$ cat src/rtl/sha_pkg.sv
package sha_pkg;

    localparam int unsigned RoundCount = 64;

    typedef logic [31:0] word_t;

    // One queued item between the intake and the core.
    typedef struct packed {
        logic [7:0] data_byte;
        logic       byte_valid;
        logic       end_of_message;
    } item_t;

    localparam int unsigned ItemWidth = 10;
    localparam int unsigned QueueDepth = 2;

    localparam word_t [7:0] InitHash = {
        32'h5be0cd19, 32'h1f83d9ab, 32'h9b05688c, 32'h510e527f,
        32'ha54ff53a, 32'h3c6ef372, 32'hbb67ae85, 32'h6a09e667
    };

    localparam word_t [63:0] RoundK = {
        32'hc67178f2, 32'hbef9a3f7, 32'ha4506ceb, 32'h90befffa,
        32'h8cc70208, 32'h84c87814, 32'h78a5636f, 32'h748f82ee,
        32'h682e6ff3, 32'h5b9cca4f, 32'h4ed8aa4a, 32'h391c0cb3,
        32'h34b0bcb5, 32'h2748774c, 32'h1e376c08, 32'h19a4c116,
        32'h106aa070, 32'hf40e3585, 32'hd6990624, 32'hd192e819,
        32'hc76c51a3, 32'hc24b8b70, 32'ha81a664b, 32'ha2bfe8a1,
        32'h92722c85, 32'h81c2c92e, 32'h766a0abb, 32'h650a7354,
        32'h53380d13, 32'h4d2c6dfc, 32'h2e1b2138, 32'h27b70a85,
        32'h14292967, 32'h06ca6351, 32'hd5a79147, 32'hc6e00bf3,
        32'hbf597fc7, 32'hb00327c8, 32'ha831c66d, 32'h983e5152,
        32'h76f988da, 32'h5cb0a9dc, 32'h4a7484aa, 32'h2de92c6f,
        32'h240ca1cc, 32'h0fc19dc6, 32'hefbe4786, 32'he49b69c1,
        32'hc19bf174, 32'h9bdc06a7, 32'h80deb1fe, 32'h72be5d74,
        32'h550c7dc3, 32'h243185be, 32'h12835b01, 32'hd807aa98,
        32'hab1c5ed5, 32'h923f82a4, 32'h59f111f1, 32'h3956c25b,
        32'he9b5dba5, 32'hb5c0fbcf, 32'h71374491, 32'h428a2f98
    };

    localparam logic [7:0] PadByte = 8'h80;
    localparam logic [5:0] LenStartPos = 6'd56;

    function automatic word_t rotr(input word_t v, input int unsigned n);
        rotr = (v >> n) | (v << (32 - n));
    endfunction

endpackage

$ cat src/rtl/sha_front.sv
// Intake: takes beats from the stream, drops idle items that carry no end mark, and queues the rest.
module sha_front
(
    input  logic           clk,
    input  logic           rst_n,
    input  logic           s_tvalid,
    output logic           s_tready,
    input  logic [7:0]     s_tdata,
    input  logic [0:0]     s_tuser,
    input  logic           s_tlast,
    output logic           q_valid,
    input  logic           q_pop,
    output sha_pkg::item_t q_item
);

    sha_pkg::item_t slot_reg [sha_pkg::QueueDepth];
    logic           wr_ptr_reg;
    logic           rd_ptr_reg;
    logic [1:0]     count_reg;
    logic           push;
    logic           keep;

    assign s_tready = (count_reg != 2'd2);
    assign keep     = s_tuser[0] | s_tlast;
    assign push     = s_tvalid & s_tready & keep;
    assign q_valid  = (count_reg != 2'd0);
    assign q_item   = slot_reg[rd_ptr_reg];

    always_ff @(posedge clk)
    begin
        if (push)
        begin
            slot_reg[wr_ptr_reg] <= '{data_byte: s_tdata, byte_valid: s_tuser[0],
                                      end_of_message: s_tlast};
        end
    end

    always_ff @(posedge clk or negedge rst_n)
    begin
        if (!rst_n)
        begin
            wr_ptr_reg <= 1'b0;
            rd_ptr_reg <= 1'b0;
            count_reg  <= 2'd0;
        end
        else
        begin
            if (push)
            begin
                wr_ptr_reg <= ~wr_ptr_reg;
            end
            if (q_pop)
            begin
                rd_ptr_reg <= ~rd_ptr_reg;
            end
            count_reg <= count_reg + {1'b0, push} - {1'b0, q_pop};
        end
    end

endmodule

$ cat src/rtl/sha_core.sv
// Back end: packs bytes, pads, runs one round per cycle, holds the digest.
module sha_core
(
    input  logic           clk,
    input  logic           rst_n,
    input  logic           q_valid,
    output logic           q_pop,
    input  sha_pkg::item_t q_item,
    output logic           m_tvalid,
    input  logic           m_tready,
    output logic [255:0]   m_tdata
);

    typedef enum logic [2:0] {
        ST_TAKE,
        ST_PAD,
        ST_ROUND,
        ST_FOLD,
        ST_SECOND,
        ST_EMIT
    } state_t;

    state_t                  state_reg;
    sha_pkg::word_t [7:0]    hash_reg;
    sha_pkg::word_t [15:0]   w_reg;
    sha_pkg::word_t [7:0]    v_reg;
    logic [63:0]             count_reg;
    logic [5:0]              round_reg;
    logic                    final_reg;   // this compression ends the message
    logic                    second_reg;  // a block with the length follows
    logic [255:0]            out_reg;
    logic                    out_valid_reg;

    logic [5:0]              pos;
    logic [3:0]              wi;
    logic [1:0]              lane;
    sha_pkg::word_t          byte_word;
    sha_pkg::word_t          w_cur;
    sha_pkg::word_t          w_new;
    sha_pkg::word_t          s0;
    sha_pkg::word_t          s1;
    sha_pkg::word_t          t1;
    sha_pkg::word_t          t2;
    sha_pkg::word_t          ch;
    sha_pkg::word_t          maj;
    sha_pkg::word_t          sig_e;
    sha_pkg::word_t          sig_a;

    assign pos  = count_reg[8:3];
    assign wi   = pos[5:2];
    assign lane = pos[1:0];
    assign q_pop = (state_reg == ST_TAKE) & q_valid;
    assign m_tvalid = out_valid_reg;
    assign m_tdata  = out_reg;

    always_comb
    begin
        byte_word = {24'd0, q_item.data_byte} << ({3'd3 - {1'b0, lane}, 3'd0});
        if (state_reg == ST_PAD)
        begin
            byte_word = {24'd0, sha_pkg::PadByte} << ({3'd3 - {1'b0, lane}, 3'd0});
        end
        s1 = sha_pkg::rotr(w_reg[14], 17) ^ sha_pkg::rotr(w_reg[14], 19) ^ (w_reg[14] >> 10);
        s0 = sha_pkg::rotr(w_reg[1], 7) ^ sha_pkg::rotr(w_reg[1], 18) ^ (w_reg[1] >> 3);
        w_new = s1 + w_reg[9] + s0 + w_reg[0];
        w_cur = w_reg[0];
        sig_e = sha_pkg::rotr(v_reg[4], 6) ^ sha_pkg::rotr(v_reg[4], 11)
              ^ sha_pkg::rotr(v_reg[4], 25);
        sig_a = sha_pkg::rotr(v_reg[0], 2) ^ sha_pkg::rotr(v_reg[0], 13)
              ^ sha_pkg::rotr(v_reg[0], 22);
        ch  = (v_reg[4] & v_reg[5]) ^ (~v_reg[4] & v_reg[6]);
        maj = (v_reg[0] & v_reg[1]) ^ (v_reg[0] & v_reg[2]) ^ (v_reg[1] & v_reg[2]);
        t1 = v_reg[7] + sig_e + ch + sha_pkg::RoundK[round_reg] + w_cur;
        t2 = sig_a + maj;
    end

    // Window is a shift line: w_reg[0] is the current round's word.
    always_ff @(posedge clk or negedge rst_n)
    begin
        if (!rst_n)
        begin
            state_reg     <= ST_TAKE;
            hash_reg      <= sha_pkg::InitHash;
            count_reg     <= 64'd0;
            round_reg     <= 6'd0;
            final_reg     <= 1'b0;
            second_reg    <= 1'b0;
            out_valid_reg <= 1'b0;
        end
        else
        begin
            if (out_valid_reg & m_tready & (state_reg != ST_EMIT))
            begin
                out_valid_reg <= 1'b0;
            end
            case (state_reg)
                ST_TAKE:
                begin
                    if (q_valid)
                    begin
                        if (q_item.byte_valid)
                        begin
                            if (lane == 2'd0)
                            begin
                                w_reg[wi] <= byte_word;
                            end
                            else
                            begin
                                w_reg[wi] <= w_reg[wi] | byte_word;
                            end
                            count_reg <= count_reg + 64'd8;
                        end
                        final_reg <= 1'b0;
                        if (q_item.byte_valid & (pos == 6'd63))
                        begin
                            v_reg     <= hash_reg;
                            round_reg <= 6'd0;
                            state_reg <= ST_ROUND;
                            if (q_item.end_of_message)
                            begin
                                // block full: compress it first, then a pad block
                                second_reg <= 1'b1;
                            end
                        end
                        else if (q_item.end_of_message)
                        begin
                            state_reg <= ST_PAD;
                        end
                    end
                end
                ST_PAD:
                begin
                    round_reg <= 6'd0;
                    v_reg     <= hash_reg;
                    for (int i = 0; i < 16; i++)
                    begin
                        if (4'(i) == wi)
                        begin
                            if (lane == 2'd0)
                            begin
                                w_reg[i] <= byte_word;
                            end
                            else
                            begin
                                w_reg[i] <= w_reg[i] | byte_word;
                            end
                        end
                        else if (4'(i) > wi)
                        begin
                            if ((pos < sha_pkg::LenStartPos) && (i == 14))
                            begin
                                w_reg[i] <= count_reg[63:32];
                            end
                            else if ((pos < sha_pkg::LenStartPos) && (i == 15))
                            begin
                                w_reg[i] <= count_reg[31:0];
                            end
                            else
                            begin
                                w_reg[i] <= '0;
                            end
                        end
                    end
                    if (pos >= sha_pkg::LenStartPos)
                    begin
                        second_reg <= 1'b1;
                        final_reg  <= 1'b0;
                    end
                    else
                    begin
                        final_reg <= 1'b1;
                    end
                    state_reg <= ST_ROUND;
                end
                ST_ROUND:
                begin
                    w_reg <= {w_new, w_reg[15:1]};
                    v_reg <= {v_reg[6:4], v_reg[3] + t1, v_reg[2:0], t1 + t2};
                    round_reg <= round_reg + 6'd1;
                    if (round_reg == 6'(sha_pkg::RoundCount - 1))
                    begin
                        state_reg <= ST_FOLD;
                    end
                end
                ST_FOLD:
                begin
                    for (int i = 0; i < 8; i++)
                    begin
                        hash_reg[i] <= hash_reg[i] + v_reg[i];
                    end
                    if (second_reg)
                    begin
                        state_reg <= ST_SECOND;
                    end
                    else if (final_reg)
                    begin
                        state_reg <= ST_EMIT;
                    end
                    else
                    begin
                        state_reg <= ST_TAKE;
                    end
                end
                ST_SECOND:
                begin
                    // length block; pad byte too if pos wrapped to 0 (block full)
                    second_reg <= 1'b0;
                    round_reg  <= 6'd0;
                    v_reg      <= hash_reg;
                    for (int i = 0; i < 16; i++)
                    begin
                        if (i == 14)
                        begin
                            w_reg[i] <= count_reg[63:32];
                        end
                        else if (i == 15)
                        begin
                            w_reg[i] <= count_reg[31:0];
                        end
                        else if ((i == 0) && (pos == 6'd0))
                        begin
                            w_reg[i] <= {sha_pkg::PadByte, 24'd0};
                        end
                        else
                        begin
                            w_reg[i] <= '0;
                        end
                    end
                    final_reg <= 1'b1;
                    state_reg <= ST_ROUND;
                end
                ST_EMIT:
                begin
                    if (!out_valid_reg || m_tready)
                    begin
                        for (int i = 0; i < 4; i++)
                        begin
                            out_reg[64*i +: 64] <= {hash_reg[2*i], hash_reg[2*i+1]};
                        end
                        out_valid_reg <= 1'b1;
                        hash_reg      <= sha_pkg::InitHash;
                        count_reg     <= 64'd0;
                        final_reg     <= 1'b0;
                        state_reg     <= ST_TAKE;
                    end
                end
                default:
                begin
                    state_reg <= ST_TAKE;
                end
            endcase
        end
    end

endmodule

$ cat src/rtl/sha256_stream_hasher.sv
// Channel | dir | tdata                              | tuser      | tlast
// s_*     | in  | [7:0] data_byte                    | byte_valid | end_of_message
// m_*     | out | digest_word0..3 from bit 0 up      | -          | -
//
// Each byte is queued at intake; the 64th byte of a block also loads the
// round registers, then 64 rounds on one shared round unit and a fold add
// the block into the hash while further bytes wait in the queue. An end mark
// pads the open block, adding one more block if it is full or the pad spills.
// Reset (rst_n low, async) restores the initial hash values and zero length.
// A two-entry queue lets intake go on while the round unit works, and the
// digest register holds the result while m_tready is low.
module sha256_stream_hasher
(
    input  logic         clk,
    input  logic         rst_n,
    input  logic         s_tvalid,
    output logic         s_tready,
    input  logic [7:0]   s_tdata,   // data_byte
    input  logic [0:0]   s_tuser,   // byte_valid
    input  logic         s_tlast,
    output logic         m_tvalid,
    input  logic         m_tready,
    output logic [255:0] m_tdata    // digest_word0, digest_word1, digest_word2, digest_word3
);

    logic           q_valid;
    logic           q_pop;
    sha_pkg::item_t q_item;

    sha_front u_front
    (
        .clk      (clk),
        .rst_n    (rst_n),
        .s_tvalid (s_tvalid),
        .s_tready (s_tready),
        .s_tdata  (s_tdata),
        .s_tuser  (s_tuser),
        .s_tlast  (s_tlast),
        .q_valid  (q_valid),
        .q_pop    (q_pop),
        .q_item   (q_item)
    );

    sha_core u_core
    (
        .clk      (clk),
        .rst_n    (rst_n),
        .q_valid  (q_valid),
        .q_pop    (q_pop),
        .q_item   (q_item),
        .m_tvalid (m_tvalid),
        .m_tready (m_tready),
        .m_tdata  (m_tdata)
    );

`ifndef SYNTHESIS
    a_pop_needs_item: assert property (@(posedge clk) disable iff (!rst_n)
        q_pop |-> q_valid)
        else $error("core popped an empty queue");
    a_digest_held: assert property (@(posedge clk) disable iff (!rst_n)
        (m_tvalid && !m_tready) |=> (m_tvalid && $stable(m_tdata)))
        else $error("digest dropped while stalled");
`endif

endmodule

$ cat config.mk
export PLATFORM = sky130hd
export DESIGN_NAME = sha256_stream_hasher
export DESIGN_NICKNAME = d
export VERILOG_FILES = /design/src/rtl/sha_pkg.sv /design/src/rtl/sha_front.sv /design/src/rtl/sha_core.sv /design/src/rtl/sha256_stream_hasher.sv
export SDC_FILE = /design/constraint.sdc
export NUM_CORES = 2
export LEC_CHECK = 0
export ABC_AREA = 1
export BUFFER_PORTS_ARGS = -buffer_cell sky130_fd_sc_hd__clkbuf_2
export CAP_MARGIN = 10
export CORE_UTILIZATION = 30
export DETAILED_ROUTE_END_ITERATION = 7
export SLEW_MARGIN = 0
export SYNTH_ARGS = -nofsm -noshare
export SYNTH_HDL_FRONTEND = slang
export SYNTH_HIERARCHICAL = 1
export SYNTH_SLANG_ARGS = --single-unit
$ cat constraint.sdc
create_clock -name clk -period 18.2 [get_ports clk]
set_input_delay 3.64 -clock clk [delete_from_list [all_inputs] [get_ports clk]]
set_output_delay 3.64 -clock clk [all_outputs]
set_load 0.01 [all_outputs]
==> flow_summary.ini <==
[synth]
netlist_instances = 12300
number_of_enable_flip_flop_cells_after_synthesis = 1044
synthesis.nets = 12900
synth_largest_area_cell = sky130_fd_sc_hd__edfxtp_1
synth.cell_area_sq_um = 98600
share_of_yosys_cell_area_claimed_by_the_top_area_cell_type_pct = 31.8
syn_avg_cell_area_sq_um = 8.03
synth.cells.most_frequent = 2,441 x sky130_fd_sc_hd__nand2_1, 1,676 x sky130_fd_sc_hd__inv_1, 1,407 x sky130_fd_sc_hd__o21ai_0
count_of_state_elements_after_synthesis = 1377
synth.top_cells.by_area = sky130_fd_sc_hd__edfxtp_1 32%, sky130_fd_sc_hd__nand2_1 9.3%, sky130_fd_sc_hd__o21ai_0 7.1%
synth_warnings = 6
synthArstFlopShare_pct = 24.2
netlist-cell-type-count = 74
post-synth-top-count-cell = sky130_fd_sc_hd__nand2_1
ys_seq_area_share_pct = 40.4
synth-main-ff-cell = sky130_fd_sc_hd__edfxtp_1

[timing]
grt_setup_unrepaired = false
final-hold-violation-count = 0
postLayoutSetupSlackWorst_ns = 9.95
finalCriticalPeriod_ns = 8.25
finalSetupViolCount = 0
tightestPinTransition_ns = 1.22
slew_headroom_pct = 18.6
report.final.slew_viol_count = 0
skew_ns = 0.0580
final.setup.tns_ns = 0
final.period_utilization_pct = 45.3
fmax_mhz = 121

[global_routing]
antenna_found_initial = 19
grt_first_pass_wirelength_microns = 623000
grt_max_degree = 171
global_route_overflow = 0
groute.usage.overall_pct = 25.4
grt_pass1_vias = 86900

[worst_setup_path]
cp_common_cell = sky130_fd_sc_hd__o21ai_0
category_of_the_worst_setup_path_launch_point = flop
crit_path_max_fanout = 13
critPathBufInv = 4
critPathCaptureType = flop
crit_type = reg2reg
worst-endpoint-arrival_ns = 8.88
timing.critical_path.slowest_cell_delay_ns = 0.62
critPathTopFamily = compound AO/OA/AOI/OAI gates
required_ns = 18.83
slowest_stage = sky130_fd_sc_hd__dfrtp_1

[floorplanning]
floorplan.io_pins = 272
initial_core_util_pct = 30.1
chipWidth_microns = 575
placement_rows = 210
core_area_sq_um = 327000
die-area_sq_um = 331000
dieHeight_microns = 575

[cells_and_area]
nNetsFinal = 12900
area_growth_syn_to_fin_pct = 11.6
final_layout_size_suffix_gt1_share_pct = 8.16
largest_register_ff_count = 480

[clock_tree]
post-cts-setup-buffer-count = 0
ctsHoldBuffers = 0
clkSinkCount = 1377
ctsLongestPathBuffers = 4
clkLatencyLatePin_ns = 0.89
post_cts_resized = 0
cts-buffers-inserted = 169
cts_h_tree_depth = 4
cts_tree = done
clockRootBuffer = sky130_fd_sc_hd__clkbuf_16
clk_transition_reported_paths_ns = 0.06

[routing]
wire_per_inst_microns = 26.0
drt.antenna.violating_nets = 0
viasPerCell = 5.59
initialDrtViolationCount = 13300
route.final.wire_length_microns = 436000
via_count = 93600
drt_first_pass_iters = 6
route.detailed.drc = 0

[placement]
port_buffers = 271
dp.final_hpwl_microns = 322000
worst_setup_slack_before_clock_tree_synthesis_ns = 10.16
globalplace.congestion = 0.995

[outcome]
status = finished clean

[run]
cap_viol_max_count = 0

[min_path]
hold_path.class = reg2reg
==> placed cells by master (no fill, tap or decap), types with 27 or more instances in the layout <==
master                      Yosys  final
sky130_fd_sc_hd__a22oi_1      141    141
sky130_fd_sc_hd__buf_4         10    142
sky130_fd_sc_hd__dfrtp_1      197    197
sky130_fd_sc_hd__clkbuf_16      0    175
sky130_fd_sc_hd__nand2_1     2441   2440
sky130_fd_sc_hd__a21boi_0      28     28
sky130_fd_sc_hd__fa_1         195    195
sky130_fd_sc_hd__a31oi_1       37     37
sky130_fd_sc_hd__edfxtp_1    1044   1044
sky130_fd_sc_hd__a21o_1        42     42
sky130_fd_sc_hd__nor2_2        20     30
sky130_fd_sc_hd__o22ai_1      307    306
sky130_fd_sc_hd__a221oi_1      65     65
sky130_fd_sc_hd__o21a_1        33     33
sky130_fd_sc_hd__clkbuf_1     446     27
sky130_fd_sc_hd__inv_1       1676   1672
sky130_fd_sc_hd__nor4_1        35     35
sky130_fd_sc_hd__o211ai_1     302    302
sky130_fd_sc_hd__nor2_4        16     28
sky130_fd_sc_hd__clkinv_2       1     30
sky130_fd_sc_hd__xor2_1       214    214
sky130_fd_sc_hd__nand3_1      618    617
sky130_fd_sc_hd__o221ai_1      70     70
sky130_fd_sc_hd__nand4_1      128    128
sky130_fd_sc_hd__dfstp_2      136    136
sky130_fd_sc_hd__xnor2_1      171    171
sky130_fd_sc_hd__clkbuf_2       0    270
sky130_fd_sc_hd__o21bai_1      57     57
sky130_fd_sc_hd__o21ai_0     1407   1406
sky130_fd_sc_hd__a21oi_1      707    695
sky130_fd_sc_hd__nor3_1       114    107
sky130_fd_sc_hd__nor2_1       833    811
sky130_fd_sc_hd__ha_1         398    397
==> logic make-up (layout without fill, tap and decap cells) <==
kind of cell / Yosys count / in the layout / synth area share [%]
mux: 20 / 20 / 0.251
simple gates: 4280 / 4280 / 18.2
fa+ha+maj: 595 / 595 / 9.03
compound gates: 3309 / 3309 / 19.7
other cells: 0 / 6 / 0
flops: 1377 / 1377 / 40.4
xor+xnor: 385 / 385 / 3.42
buf+inv: 2309 / 2422 / 9.04
==> worst paths after layout <==
check / startpoint / cells past startpoint / slack [ns] / endpoint
min in group asynchronous: rst_n / 1 / 2.66 / u_core/hash_reg[123]
max in group asynchronous: rst_n / 2 / 14.33 / u_core/hash_reg[26]
worst max register to register: u_core/round_reg[1] / 30 / 9.95 / u_core/v_reg[23]
worst min-delay path: u_core/hash_reg[84] / 0 / 0.49 / u_core/m_tdata[116]
worst min register to register: u_core/hash_reg[84] / 0 / 0.49 / u_core/m_tdata[116]
worst max-delay path: u_core/round_reg[1] / 30 / 9.95 / u_core/v_reg[23]
==> worst register-to-register path: cells and delay by family (launching register included) <==
| kind | cells | cell delay [ns] |
|---|---|---|
| compound gates | 12 | 2.77 |
| xor+xnor | 1 | 0.34 |
| fa+ha+maj | 5 | 2.31 |
| buf+inv | 4 | 0.72 |
| flops | 1 | 0.62 |
| simple gates | 8 | 1.25 |
==> cell type report <==
type	count	area (sq um)
timing repair buffer	419	2550
tap	4346	5440
multi-input combinational	8589	50100
sequential	1377	39900
antenna	6	15.0
fill	34600	217000
clock inverter	83	895
clock buffer	218	4700
inverter	1702	6420
==> through the flow <==
stage | utilization [%] | cell area (sq um) | std cells | hold WS [ns]
after floorplan | - | 98600 | 12300 | 0.453
after global placement | 31.9 | 104000 | 16400 | 0.474
after detailed placement | 31.9 | 104000 | 16400 | 0.479
after CTS | 33.6 | 110000 | 16700 | 0.493
after global routing | 33.6 | 110000 | 16700 | 0.509
final | 33.6 | 110000 | 16700 | 0.487
==> routing by layer <==
metal	global-route usage [%]	share of wire (%)
met1	34.7	41
met2	38.5	43
met3	4.95	11
met4	11.7	5.3
met5	0	0.0030
Power is not shown: default switching activity piles up to over one toggle a cycle in this logic, so the estimate is an artifact.
